===== src/hdl/tfas_pkg.sv =====
// shared types, constants and helper functions of the four-texel average sampler
package tfas_pkg;

    localparam int STORE_DEPTH   = 16384;
    localparam int MAX_DIMENSION = 1024;

    // fixed field widths
    localparam int IDX_W    = 14;
    localparam int CHAN_W   = 16;
    localparam int COORD_W  = 17;
    localparam int FRAC_W   = 16;
    localparam int DIM_W    = 11;
    localparam int CFG_W    = 32;
    localparam int PADDR_W  = 3;

    // derived widths
    localparam int ADDR_W    = (STORE_DEPTH > 1) ? $clog2(STORE_DEPTH) : 1;
    localparam int SIZE_W    = $clog2(MAX_DIMENSION + 1);
    localparam int DIM_IDX_W = (MAX_DIMENSION > 1) ? $clog2(MAX_DIMENSION) : 1;
    localparam int PROD_W    = COORD_W + SIZE_W;
    localparam int FL_W      = PROD_W - FRAC_W;
    localparam int CMP_W     = FL_W + 1;
    localparam int CALC_A_W  = DIM_IDX_W + SIZE_W + 1;
    localparam int CALC_B_W  = ADDR_W + 1;
    localparam int ADDR_CALC_W = (CALC_A_W > CALC_B_W) ? CALC_A_W : CALC_B_W;
    localparam int SUM_W     = CHAN_W + 2;

    localparam int TAPS  = 4;
    localparam int TAP_W = 2;

    // opcodes
    localparam logic OP_WRITE  = 1'b0;
    localparam logic OP_SAMPLE = 1'b1;

    // register indexes
    localparam logic REG_WIDTH  = 1'b0;
    localparam logic REG_HEIGHT = 1'b1;

    typedef struct packed {
        logic [CHAN_W-1:0] red;
        logic [CHAN_W-1:0] green;
        logic [CHAN_W-1:0] blue;
    } texel_t;

    typedef struct packed {
        logic                             opcode;
        logic [IDX_W-1:0]                 texel_index;
        texel_t                           texel;
        logic [TAPS-1:0][ADDR_CALC_W-1:0] addr;
        logic                             oob;
    } req_t;

    typedef struct packed {
        logic valid;
        logic first;
        logic last;
        logic use_data;
        logic status;
    } rd_ctl_t;

    typedef struct packed {
        texel_t texel;
        logic   status;
    } res_t;

    // zero reads as one, oversize saturates
    function automatic logic [SIZE_W-1:0] eff_size(input logic [DIM_W-1:0] r);
        logic [SIZE_W-1:0] s;
        if (r == '0) begin
            s = SIZE_W'(1);
        end else if (int'(r) > MAX_DIMENSION) begin
            s = SIZE_W'(MAX_DIMENSION);
        end else begin
            s = SIZE_W'(r);
        end
        return s;
    endfunction

    function automatic logic [DIM_IDX_W-1:0] axis_clamp(input logic [CMP_W-1:0] val,
                                                        input logic [SIZE_W-1:0] size);
        logic [CMP_W-1:0] lim;
        logic [CMP_W-1:0] r;
        lim = CMP_W'(size - SIZE_W'(1));
        r   = (val > lim) ? lim : val;
        return DIM_IDX_W'(r);
    endfunction

endpackage


===== src/hdl/tfas_avg_unit.sv =====
// accumulates the four texel reads and buffers results in a three-entry queue
module tfas_avg_unit (
    input  logic              aclk,
    input  logic              aresetn,
    input  tfas_pkg::rd_ctl_t ctl,
    input  tfas_pkg::texel_t  rdata,
    output logic              credit_ok,
    output logic              m_valid,
    input  logic              m_ready,
    output tfas_pkg::res_t    res
);

    localparam int SW = tfas_pkg::SUM_W;

    tfas_pkg::rd_ctl_t d_reg;
    logic [SW-1:0] acc_r_reg, acc_g_reg, acc_b_reg;
    logic [SW-1:0] sum_r, sum_g, sum_b;

    tfas_pkg::res_t ent0_reg, ent1_reg, ent2_reg;
    logic [1:0]     count_reg, count_next;
    logic           push, pop;
    logic [1:0]     slot;
    tfas_pkg::res_t res_in;

    // read data lines up with the control word in the cycle after issue
    always_comb begin
        sum_r = (d_reg.first ? '0 : acc_r_reg) + SW'(rdata.red);
        sum_g = (d_reg.first ? '0 : acc_g_reg) + SW'(rdata.green);
        sum_b = (d_reg.first ? '0 : acc_b_reg) + SW'(rdata.blue);
        res_in.status = d_reg.status;
        if (d_reg.use_data) begin
            res_in.texel.red   = sum_r[SW-1:2];
            res_in.texel.green = sum_g[SW-1:2];
            res_in.texel.blue  = sum_b[SW-1:2];
        end else begin
            res_in.texel = '0;
        end
    end

    assign push  = d_reg.valid && d_reg.last;
    assign pop   = m_valid && m_ready;
    assign slot  = count_reg - 2'(pop);
    assign count_next = count_reg + 2'(push) - 2'(pop);

    // a last access is issued only when its result will find room
    assign credit_ok = (3'(count_reg) + 3'(push)) < 3'd3;

    assign m_valid = count_reg != 2'd0;
    assign res     = ent0_reg;

    always_ff @(posedge aclk) begin
        if (!aresetn) begin
            d_reg     <= '0;
            count_reg <= 2'd0;
        end else begin
            d_reg     <= ctl;
            count_reg <= count_next;
        end
    end

    always_ff @(posedge aclk) begin
        if (d_reg.valid) begin
            acc_r_reg <= sum_r;
            acc_g_reg <= sum_g;
            acc_b_reg <= sum_b;
        end
        if (pop && count_reg >= 2'd2) begin
            ent0_reg <= ent1_reg;
        end
        if (pop && count_reg == 2'd3) begin
            ent1_reg <= ent2_reg;
        end
        if (push) begin
            if (slot == 2'd0) begin
                ent0_reg <= res_in;
            end else if (slot == 2'd1) begin
                ent1_reg <= res_in;
            end else begin
                ent2_reg <= res_in;
            end
        end
    end

endmodule


===== config.mk =====
export PLATFORM = sky130hd
export DESIGN_NAME = tfas_avg_unit
export DESIGN_NICKNAME = d
export VERILOG_FILES = /design/src/hdl/tfas_pkg.sv /design/src/hdl/tfas_avg_unit.sv
export SDC_FILE = /design/constraint.sdc
export NUM_CORES = 1
export LEC_CHECK = 0
export BUFFER_PORTS_ARGS = -buffer_cell sky130_fd_sc_hd__buf_2
export CAP_MARGIN = 20
export CELL_PAD_IN_SITES_DETAIL_PLACEMENT = 2
export CELL_PAD_IN_SITES_GLOBAL_PLACEMENT = 2
export CORE_MARGIN = 2
export CORE_UTILIZATION = 39
export CTS_CLUSTER_DIAMETER = 80
export DETAILED_ROUTE_END_ITERATION = 10
export PLACE_DENSITY_LB_ADDON = 0.1
export SYNTH_ARGS = -nofsm -noshare
export SYNTH_HDL_FRONTEND = slang
export SYNTH_SLANG_ARGS = --single-unit

===== constraint.sdc =====
create_clock -name aclk -period 7.05 [get_ports aclk]
set_input_delay 0.705 -clock aclk [delete_from_list [all_inputs] [get_ports aclk]]
set_output_delay 0.705 -clock aclk [all_outputs]
set_load 0.02 [all_outputs]

==> run metrics <==
unrepaired setup endpoints after global routing no; Worst-Skew Late Latency 0.51 ns; iteration-0 DRC count of the detailed router 282; non-filler instance count after layout 1,483; FF/Latch Area 0.00520 mm²; status finished, final reports clean; vias per inst 5.45; drt first pass iters 4; CTS root buffer clkbuf_16; clock period minus worst slack 3.69 ns; Routed Antenna Nets 0; worst slack at placement 3.35 ns; IO buf count 106; Post-synth EDFFs 103; fillers 2,891; syn_nets 1,148; count of endpoints failing setup in the final report 0; Initial Util 39.4%; startpoint types flip-flop; max frequency 271 MHz; Post-CTS Hold Fix Bufs 0; GPL Wtd Cong 0.797; gr ovfl total 0; Die W 168 µm; multi-input logic area 0.00496 mm²; post-detail-place hpwl 20,600 µm; largest net degree at the start of global routing 83; Antenna Cells 0; Pleak 5.50 nW; Ports 107; global-route wire length before repair 49,300 µm; maxcap violations 0; core box area 0.0267 mm²; post-detailed-routing wire length 30,800 µm; Die H 168 µm; CTS Sinks 208; post-synthesis register bit count 208; CTS buffer count 24; postcts setup bufs 0; vias in the first global route 8,826; Power Density 366 mW/mm²; Final Hold Viols 0; Layout area overhead 15.6%; Total Routing Usage GR 21.9%; Mapped Area 0.0105 mm²; Slew Limit Fails 0; Rel. slew slack 39.9%; Post-CTS Resized 0; Warnings, synthesis 0; Synth cell types 58; Synth Instances 1,036; Worst IR Drop VDD 0.238 mV; Worst Path Max Fanout 33; initial antenna violation count 0; fraction of layout cells with a size suffix above 1 17.3%; Synth area leader edfxtp_1; post-route setup slack 3.36 ns; via count 8,082; area of the die 0.0284 mm²; Final period util 52.3%; Layout Nets 1,236; placed instance count 1,439; CTS tree built; worst hold path type input port to flip-flop; H-tree depth 1; worst slew pin tran 0.901 ns; clk buf depth 3; TNS Setup 0 ns; critical path arrival 4.13 ns; Setup crit end kind flip-flop; largest cells by area after synthesis edfxtp_1 (29%), dfxtp_1 (20%), ha_1 (6.3%), a21oi_1 (4.8%), mux2i_1 (4.0%); syn avg cell area 10.2 µm²; Crit Path Class flip-flop to flip-flop; drt wl/cell 20.8 µm; Worst Skew 0.00781 ns; top cell type's share of synthesized area 29.3%; DRC 0; Core Rows 60; ys async rst share 0%; top_reg_cell synth dfxtp_1; Seq/Total Area, Yosys 49.3%; Clk pin slew, worst setup/hold paths 0.06 ns; Worst Path Required 7.49 ns
## cells by family after synthesis
family,Yosys count,synth area share [%]
AO/OA/AOI/OAI,261,15.4
XOR/XNOR,46,3.89
adder cells (fa/ha/maj),56,6.86
buffers and inverters,109,3.92
flip-flops,208,49.3
multiplexers,64,6.34
AND/OR/NAND/NOR,292,14.3
## worst paths after layout
path / startpoint / depth (start not counted) / endpoint / slack (ns)
max: d_reg[3] / 12 / res[48] / 3.36
max reg2reg: d_reg[3] / 12 / res[48] / 3.36
min reg2reg: d_reg[0] / 0 / ent2_reg[0] / 0.47
min: ctl[4] / 2 / d_reg[4] / 0.39
## per-stage QoR
stage	util [%]	hold WS, ns	total power, mW	instance area (µm²)
floorplan	-	0.430	2.75	10500
global placement	42.7	0.453	3.18	11400
detailed placement	42.7	0.459	3.26	11400
CTS	45.6	0.375	4.52	12200
global route	45.6	0.377	4.74	12200
finish	45.6	0.395	4.46	12200
## Yosys cell counts, types with 33 or more instances
cell        n
dfxtp_1   105
edfxtp_1  103
a21oi_1   101
nand2_1    70
nor2b_1    56
inv_1      54
ha_1       53
nor2_1     47
o21ai_0    47
clkbuf_1   42
mux2i_1    42
and3_1     36
a211oi_1   33
nand3_1    33
## per-layer routing
metal	share of wire [%]	wire length (µm)	vias to the layer above	GRT usage, %
met3	3.3	1020	32	2.75
met2	48	14800	108	37.8
met1	47	14500	4071	29.9
li1	-	-	3871	-
met5	0	0	-	0
met4	1.4	432	0	4.05
## final cells by class
type,count,area share (%)
clock buffer,40,5.93
clock inverter,4,0.401
inverter,55,1.69
multi-input combinational,719,40.7
sequential,208,42.7
tap,341,3.50
timing repair buffer,116,5.07
## where the power goes
part           total (mW)  leakage, nW  switching (mW)  internal, mW
logic                1.42         3.30           0.865         0.557
clock network        1.22        0.372           0.492         0.732
registers            1.81         1.83           0.186          1.62
total                4.46         5.50            1.54          2.91
## placed cells by master, fill, tap and decap left out, drive strengths merged, types with 2 or more instances in the layout
master	instances
buf	116
dfxtp	105
edfxtp	103
a21oi	102
nand2	71
nor2b	56
inv	56
o21ai	54
ha	53
nor2	47
mux2i	42
clkbuf	40
and3	37
a211oi	34
nand3	33
xnor2	33
and2	27
mux2	22
a21o	20
xor2	13
o22ai	10
o21a	8
a31o	6
a21boi	6
nand2b	5
o21bai	4
nor3	4
nand4	3
o31ai	3
or2	3
fa	3
nor3b	3
a32oi	2
a311oi	2
a31oi	2
a2111oi	2
## critical path: stages, from the launching register on
cell	delay, ns
dfxtp_2	0.83
buf_4	0.44
nand2b_1	0.19
inv_1	0.06
ha_1	0.31
a211oi_2	0.25
o21ai_1	0.15
a32oi_1	0.21
o21ai_1	0.14
or4b_4	0.52
a31oi_4	0.18
nand2_2	0.08
a21oi_1	0.19
(Power assumes the default switching activity.)
