**src/hdl/tfas_pkg.sv**
```systemverilog
// shared types, constants and helper functions of the four-texel average sampler
package tfas_pkg;

    localparam int STORE_DEPTH   = 16384;
    localparam int MAX_DIMENSION = 1024;

    // fixed field widths
    localparam int IDX_W    = 14;
    localparam int CHAN_W   = 16;
    localparam int COORD_W  = 17;
    localparam int FRAC_W   = 16;
    localparam int DIM_W    = 11;
    localparam int CFG_W    = 32;
    localparam int PADDR_W  = 3;

    // derived widths
    localparam int ADDR_W    = (STORE_DEPTH > 1) ? $clog2(STORE_DEPTH) : 1;
    localparam int SIZE_W    = $clog2(MAX_DIMENSION + 1);
    localparam int DIM_IDX_W = (MAX_DIMENSION > 1) ? $clog2(MAX_DIMENSION) : 1;
    localparam int PROD_W    = COORD_W + SIZE_W;
    localparam int FL_W      = PROD_W - FRAC_W;
    localparam int CMP_W     = FL_W + 1;
    localparam int CALC_A_W  = DIM_IDX_W + SIZE_W + 1;
    localparam int CALC_B_W  = ADDR_W + 1;
    localparam int ADDR_CALC_W = (CALC_A_W > CALC_B_W) ? CALC_A_W : CALC_B_W;
    localparam int SUM_W     = CHAN_W + 2;

    localparam int TAPS  = 4;
    localparam int TAP_W = 2;

    // opcodes
    localparam logic OP_WRITE  = 1'b0;
    localparam logic OP_SAMPLE = 1'b1;

    // register indexes
    localparam logic REG_WIDTH  = 1'b0;
    localparam logic REG_HEIGHT = 1'b1;

    typedef struct packed {
        logic [CHAN_W-1:0] red;
        logic [CHAN_W-1:0] green;
        logic [CHAN_W-1:0] blue;
    } texel_t;

    typedef struct packed {
        logic                             opcode;
        logic [IDX_W-1:0]                 texel_index;
        texel_t                           texel;
        logic [TAPS-1:0][ADDR_CALC_W-1:0] addr;
        logic                             oob;
    } req_t;

    typedef struct packed {
        logic valid;
        logic first;
        logic last;
        logic use_data;
        logic status;
    } rd_ctl_t;

    typedef struct packed {
        texel_t texel;
        logic   status;
    } res_t;

    // zero reads as one, oversize saturates
    function automatic logic [SIZE_W-1:0] eff_size(input logic [DIM_W-1:0] r);
        logic [SIZE_W-1:0] s;
        if (r == '0) begin
            s = SIZE_W'(1);
        end else if (int'(r) > MAX_DIMENSION) begin
            s = SIZE_W'(MAX_DIMENSION);
        end else begin
            s = SIZE_W'(r);
        end
        return s;
    endfunction

    function automatic logic [DIM_IDX_W-1:0] axis_clamp(input logic [CMP_W-1:0] val,
                                                        input logic [SIZE_W-1:0] size);
        logic [CMP_W-1:0] lim;
        logic [CMP_W-1:0] r;
        lim = CMP_W'(size - SIZE_W'(1));
        r   = (val > lim) ? lim : val;
        return DIM_IDX_W'(r);
    endfunction

endpackage

```
**src/hdl/tfas_addr_gen.sv**
```systemverilog
// three-stage pipeline from coordinates to the four texel addresses
module tfas_addr_gen (
    input  logic                         aclk,
    input  logic                         aresetn,
    input  logic [tfas_pkg::DIM_W-1:0]   width_in_use,
    input  logic [tfas_pkg::DIM_W-1:0]   height_in_use,
    input  logic                         in_valid,
    output logic                         in_ready,
    input  logic                         in_opcode,
    input  logic [tfas_pkg::IDX_W-1:0]   in_texel_index,
    input  tfas_pkg::texel_t             in_texel,
    input  logic [tfas_pkg::COORD_W-1:0] in_u,
    input  logic [tfas_pkg::COORD_W-1:0] in_v,
    output logic                         out_valid,
    input  logic                         out_ready,
    output tfas_pkg::req_t               out_req
);

    localparam int AW = tfas_pkg::ADDR_CALC_W;

    logic [tfas_pkg::SIZE_W-1:0] w_eff;
    logic [tfas_pkg::SIZE_W-1:0] h_eff;

    // stage 1: captured transaction
    logic                         s1_valid_reg, s1_valid_next;
    logic                         s1_op_reg;
    logic [tfas_pkg::IDX_W-1:0]   s1_idx_reg;
    tfas_pkg::texel_t             s1_texel_reg;
    logic [tfas_pkg::COORD_W-1:0] s1_u_reg;
    logic [tfas_pkg::COORD_W-1:0] s1_v_reg;

    // stage 2: scaled coordinates
    logic                         s2_valid_reg, s2_valid_next;
    logic                         s2_op_reg;
    logic [tfas_pkg::IDX_W-1:0]   s2_idx_reg;
    tfas_pkg::texel_t             s2_texel_reg;
    logic [tfas_pkg::PROD_W-1:0]  s2_pu_reg;
    logic [tfas_pkg::PROD_W-1:0]  s2_pv_reg;

    // stage 3: column indices and row bases
    logic                           s3_valid_reg, s3_valid_next;
    logic                           s3_op_reg;
    logic [tfas_pkg::IDX_W-1:0]     s3_idx_reg;
    tfas_pkg::texel_t               s3_texel_reg;
    logic [tfas_pkg::DIM_IDX_W-1:0] s3_x0_reg;
    logic [tfas_pkg::DIM_IDX_W-1:0] s3_x1_reg;
    logic [AW-1:0]                  s3_b0_reg;
    logic [AW-1:0]                  s3_b1_reg;

    logic s1_free, s2_free, s3_free;

    logic [tfas_pkg::PROD_W-1:0]    pu, pv;
    logic [tfas_pkg::CMP_W-1:0]     fx, cx, fy, cy;
    logic [tfas_pkg::DIM_IDX_W-1:0] x0, x1, y0, y1;
    logic [AW-1:0]                  b0, b1;
    logic [AW-1:0]                  a0, a1, a2, a3;
    logic                           wr_oob, rd_oob;

    assign w_eff = tfas_pkg::eff_size(width_in_use);
    assign h_eff = tfas_pkg::eff_size(height_in_use);

    assign s3_free  = !s3_valid_reg || out_ready;
    assign s2_free  = !s2_valid_reg || s3_free;
    assign s1_free  = !s1_valid_reg || s2_free;
    assign in_ready = s1_free;

    always_comb begin
        s1_valid_next = s1_free ? in_valid     : s1_valid_reg;
        s2_valid_next = s2_free ? s1_valid_reg : s2_valid_reg;
        s3_valid_next = s3_free ? s2_valid_reg : s3_valid_reg;
    end

    // coord * size, one multiplier per axis
    assign pu = tfas_pkg::PROD_W'(s1_u_reg) * tfas_pkg::PROD_W'(w_eff);
    assign pv = tfas_pkg::PROD_W'(s1_v_reg) * tfas_pkg::PROD_W'(h_eff);

    // floor and ceil, clamped to size-1
    always_comb begin
        fx = tfas_pkg::CMP_W'(s2_pu_reg[tfas_pkg::PROD_W-1:tfas_pkg::FRAC_W]);
        fy = tfas_pkg::CMP_W'(s2_pv_reg[tfas_pkg::PROD_W-1:tfas_pkg::FRAC_W]);
        cx = fx + tfas_pkg::CMP_W'(|s2_pu_reg[tfas_pkg::FRAC_W-1:0]);
        cy = fy + tfas_pkg::CMP_W'(|s2_pv_reg[tfas_pkg::FRAC_W-1:0]);
        x0 = tfas_pkg::axis_clamp(fx, w_eff);
        x1 = tfas_pkg::axis_clamp(cx, w_eff);
        y0 = tfas_pkg::axis_clamp(fy, h_eff);
        y1 = tfas_pkg::axis_clamp(cy, h_eff);
        b0 = AW'(y0) * AW'(w_eff);
        b1 = AW'(y1) * AW'(w_eff);
    end

    always_comb begin
        a0 = s3_b0_reg + AW'(s3_x0_reg);
        a1 = s3_b1_reg + AW'(s3_x0_reg);
        a2 = s3_b0_reg + AW'(s3_x1_reg);
        a3 = s3_b1_reg + AW'(s3_x1_reg);
        rd_oob = (a0 >= AW'(tfas_pkg::STORE_DEPTH)) || (a1 >= AW'(tfas_pkg::STORE_DEPTH)) ||
                 (a2 >= AW'(tfas_pkg::STORE_DEPTH)) || (a3 >= AW'(tfas_pkg::STORE_DEPTH));
        wr_oob = AW'(s3_idx_reg) >= AW'(tfas_pkg::STORE_DEPTH);
        out_req.opcode      = s3_op_reg;
        out_req.texel_index = s3_idx_reg;
        out_req.texel       = s3_texel_reg;
        out_req.addr[0]     = a0;
        out_req.addr[1]     = a1;
        out_req.addr[2]     = a2;
        out_req.addr[3]     = a3;
        out_req.oob         = (s3_op_reg == tfas_pkg::OP_SAMPLE) ? rd_oob : wr_oob;
    end

    assign out_valid = s3_valid_reg;

    always_ff @(posedge aclk) begin
        if (!aresetn) begin
            s1_valid_reg <= 1'b0;
            s2_valid_reg <= 1'b0;
            s3_valid_reg <= 1'b0;
        end else begin
            s1_valid_reg <= s1_valid_next;
            s2_valid_reg <= s2_valid_next;
            s3_valid_reg <= s3_valid_next;
        end
    end

    always_ff @(posedge aclk) begin
        if (s1_free) begin
            s1_op_reg    <= in_opcode;
            s1_idx_reg   <= in_texel_index;
            s1_texel_reg <= in_texel;
            s1_u_reg     <= in_u;
            s1_v_reg     <= in_v;
        end
        if (s2_free) begin
            s2_op_reg    <= s1_op_reg;
            s2_idx_reg   <= s1_idx_reg;
            s2_texel_reg <= s1_texel_reg;
            s2_pu_reg    <= pu;
            s2_pv_reg    <= pv;
        end
        if (s3_free) begin
            s3_op_reg    <= s2_op_reg;
            s3_idx_reg   <= s2_idx_reg;
            s3_texel_reg <= s2_texel_reg;
            s3_x0_reg    <= x0;
            s3_x1_reg    <= x1;
            s3_b0_reg    <= b0;
            s3_b1_reg    <= b1;
        end
    end

endmodule

```
**config.mk**
```make
export PLATFORM = sky130hd
export DESIGN_NAME = tfas_addr_gen
export DESIGN_NICKNAME = d
export VERILOG_FILES = /design/src/hdl/tfas_pkg.sv /design/src/hdl/tfas_addr_gen.sv
export SDC_FILE = /design/constraint.sdc
export NUM_CORES = 2
export LEC_CHECK = 0
export ABC_AREA = 1
export BUFFER_PORTS_ARGS = -buffer_cell sky130_fd_sc_hd__buf_4
export CAP_MARGIN = 20
export CORE_UTILIZATION = 65
export DETAILED_ROUTE_END_ITERATION = 10
export PLACE_DENSITY = 0.86
export SYNTH_ARGS = -nofsm -noshare
export SYNTH_HDL_FRONTEND = slang
export SYNTH_SLANG_ARGS = --single-unit
```
**constraint.sdc**
```tcl
create_clock -name aclk -period 15.6 [get_ports aclk]
set_input_delay 1.56 -clock aclk [delete_from_list [all_inputs] [get_ports aclk]]
set_output_delay 1.56 -clock aclk [all_outputs]
set_load 0.005 [all_outputs]
```
==> metrics.cfg <==
[layout]
final_nets=4721
stdcell_area_sq_um=38600
drive_above_1_share_pct=11.4
fin_util_pct=74.4
diodes=0
area_delta_synth_final_pct=12.0

[routing]
antenna_left=0
viasPerCell=5.76
routed_wl_microns=85300
wl_per_cell_microns=18.7
drtPass1Iterations=8
via_count=26200
drc=0
drtIter0Drc=2211

[worst_setup_path]
r2r-start=s2_pv_reg[9]
cp-start-kind=input pin
cp.required_ns=15.93
arrival_ns=11.22
path_buf_inv=7
cpLargestDelayFamily=simple AND/OR/NAND/NOR gates
worst-r2r-setup-slack_ns=6.57
slowest_delay_ns=0.72
critPathMaxFanout=14
reg2reg_to=s3_b1_reg[18]
cp-end-kind=register
rr_worst_depth=35
path_common_cell=nand2_1
critical_path_class=in -> reg
slowest_stage=nand4_1

[sta]
skew_ns=0.0163
relSlewSlack_pct=26.9
timing.fmax_mhz=91.8
slew_violations=0
hold_viol=0
fin_tns_setup_ns=0
worst_slew_pin_slew_ns=1.08
fin_crit_sh_pct=69.8
grt_setup_unrepaired=false
finalSetupViolations=0
fin_crit_ns=10.89

[grt]
grt_overflow=0
grt_usage_pct=32.6
grt_pass1_vias=26800
grt_antenna_before_repair=0
grt_start_max_net_pins=73
grt_first_pass_wirelength_microns=137000

[flow_run]
max-cap-violations=0

[synth]
synth.largest_area_cell=edfxtp_1
synth_area_leaders=edfxtp_1, fa_1, ha_1
yosys_most_used_dff=edfxtp_1
syn_avg_cell_area_sq_um=9.58
syn_inst=3593
ys_seq_elements=344
synth_common_cells=inv_1, nand2_1, fa_1, edfxtp_1, ha_1
synth_edf_count=341
yosysSeqAreaShare_pct=29.9
synth.distinct_cells=56
async_flop_share_pct=0
synth-warning-count=0
synth.top_cell.area_share_pct=29.7
synth.cell_area_sq_um=34400
yosysMostFrequentCell=inv_1

[power_and_ir_drop]
p_total_uw=8010
p_sw_uw=3820
p_leak_uw=0.0189
p_clk_share_pct=12.5
ir_drop_mv=0.234
combPwrFrac_pct=67.6
power.share.sequential_pct=19.9
p_per_area_nw_per_um2=208
swShare_pct=47.6
internal_power_uw=4190

[placed_design]
hpwlAfterDp_microns=65900
numPortBuffers=276
placed_area_sq_um=37200
place_congestion=0.955

[clock_tree]
cts_root_buf=clkbuf_16
tritoncts=yes
path_clk_slew_ns=0.06
cts.sinks=344
cts_resized=0
postCtsSetupBuffers=0
cts_buffer_depth=3
clk_latency_ns=0.58
cts_max_level=2
ctsHoldBuffers=0
cts_buffers=40

[floorplanning]
start_util_pct=66.4
rows=83
core_sq_um=51800
dieArea_sq_um=53900
die_w_microns=232
die_h_microns=232
num_io_pins=277

[outcome]
outcome=finished clean

[hold_path]
hold_depth=0
hp-class=reg -> reg
min_to=out_req[128]
hp-start=s2_texel_reg[39]

-- routing by layer --
metal  up-vias  share of wire, %  GRT usage, %
met2      1426                48          54.9
met1     12600                38          41.8
met4         0               3.9          12.7
met5         -                 0             0
li1      12000                 -             -
met3       256               9.4          5.96
-- area by class of cell --
cell class	instances	area, sq um
Multi-Input combinational cell	2512	21300
Fill cell	3516	13300
Sequential cell	344	10300
Inverter	657	2470
Timing Repair Buffer	294	2210
Clock buffer	44	1020
Tap cell	680	851
Clock inverter	27	402
-- power by group through the flow --
stage | sequential (uW) | combinational, uW | clock (uW)
after floorplan | 1500 | 3820 | 0
after global placement | 1590 | 5080 | 0
after detailed placement | 1600 | 5280 | 0
after CTS | 1590 | 5370 | 1010
after global routing | 1610 | 6090 | 1040
final | 1590 | 5420 | 1000
-- worst max path at each step --
stage	depth (start not counted)	to	slack (ns)	startpoint
after floorplan	46	s3_b1_reg[18]	6.24	height_in_use[6]
after global placement	41	s3_b1_reg[18]	4.59	height_in_use[6]
after detailed placement	41	s3_b1_reg[18]	4.31	height_in_use[2]
after CTS	41	s3_b1_reg[18]	4.87	height_in_use[2]
after global routing	47	s3_b1_reg[18]	3.92	height_in_use[2]
final	41	s3_b1_reg[18]	4.71	height_in_use[2]
-- placed cells by master (no fill, tap or decap), types with 4 or more instances in the layout --
cell type | Yosys | layout
inv_1 | 645 | 644
nand2_1 | 624 | 622
fa_1 | 412 | 412
edfxtp_1 | 341 | 341
ha_1 | 337 | 337
nor2_1 | 322 | 320
buf_4 | 1 | 294
nand3_1 | 181 | 181
a21oi_1 | 144 | 144
xor2_1 | 144 | 144
o21ai_0 | 82 | 82
xnor2_1 | 42 | 42
clkbuf_16 | 0 | 40
nand2_2 | 33 | 33
nor3_1 | 28 | 28
nand4_1 | 24 | 24
nor4_1 | 18 | 18
clkinv_1 | 7 | 13
nand3_2 | 13 | 13
nor2_2 | 10 | 12
a31oi_1 | 12 | 12
nand3_4 | 10 | 10
a21o_1 | 8 | 8
conb_1 | 1 | 8
bufinv_16 | 0 | 8
nand2_4 | 5 | 7
o211ai_1 | 7 | 7
inv_2 | 5 | 5
o21bai_1 | 5 | 5
o21ai_1 | 4 | 4
o31ai_1 | 4 | 4
nand3b_1 | 4 | 4
o21a_1 | 4 | 4
clkbuf_1 | 62 | 4
clkinv_2 | 0 | 4
-- kinds of logic (layout without fill, tap and decap cells) --
logic type | after synthesis | after routing | synth area share (%)
AOI/OAI and AO/OA | 286 | 286 | 4.55
xor gates and xnor gates | 186 | 186 | 4.73
adders and majority gates | 749 | 749 | 36.2
buffers and inverters | 744 | 1022 | 8.29
DFF | 344 | 344 | 29.9
other | 1 | 8 | 0.0109
and+or+nand+nor | 1283 | 1283 | 16.3
-- stage by stage --
| stage | setup WS [ns] | instances | hold slack, ns |
|---|---|---|---|
| 2_1_floorplan | 6.24 | 3600 | 0.400 |
| 3_3_place_gp | 4.59 | 4487 | 0.400 |
| 3_5_place_dp | 4.31 | 4487 | 0.405 |
| 4_1_cts | 4.87 | 4558 | 0.411 |
| 5_1_grt | 3.92 | 4558 | 0.414 |
| 6_report | 4.71 | 4558 | 0.410 |
No activity file was read; power rests on OpenSTA's default activity.
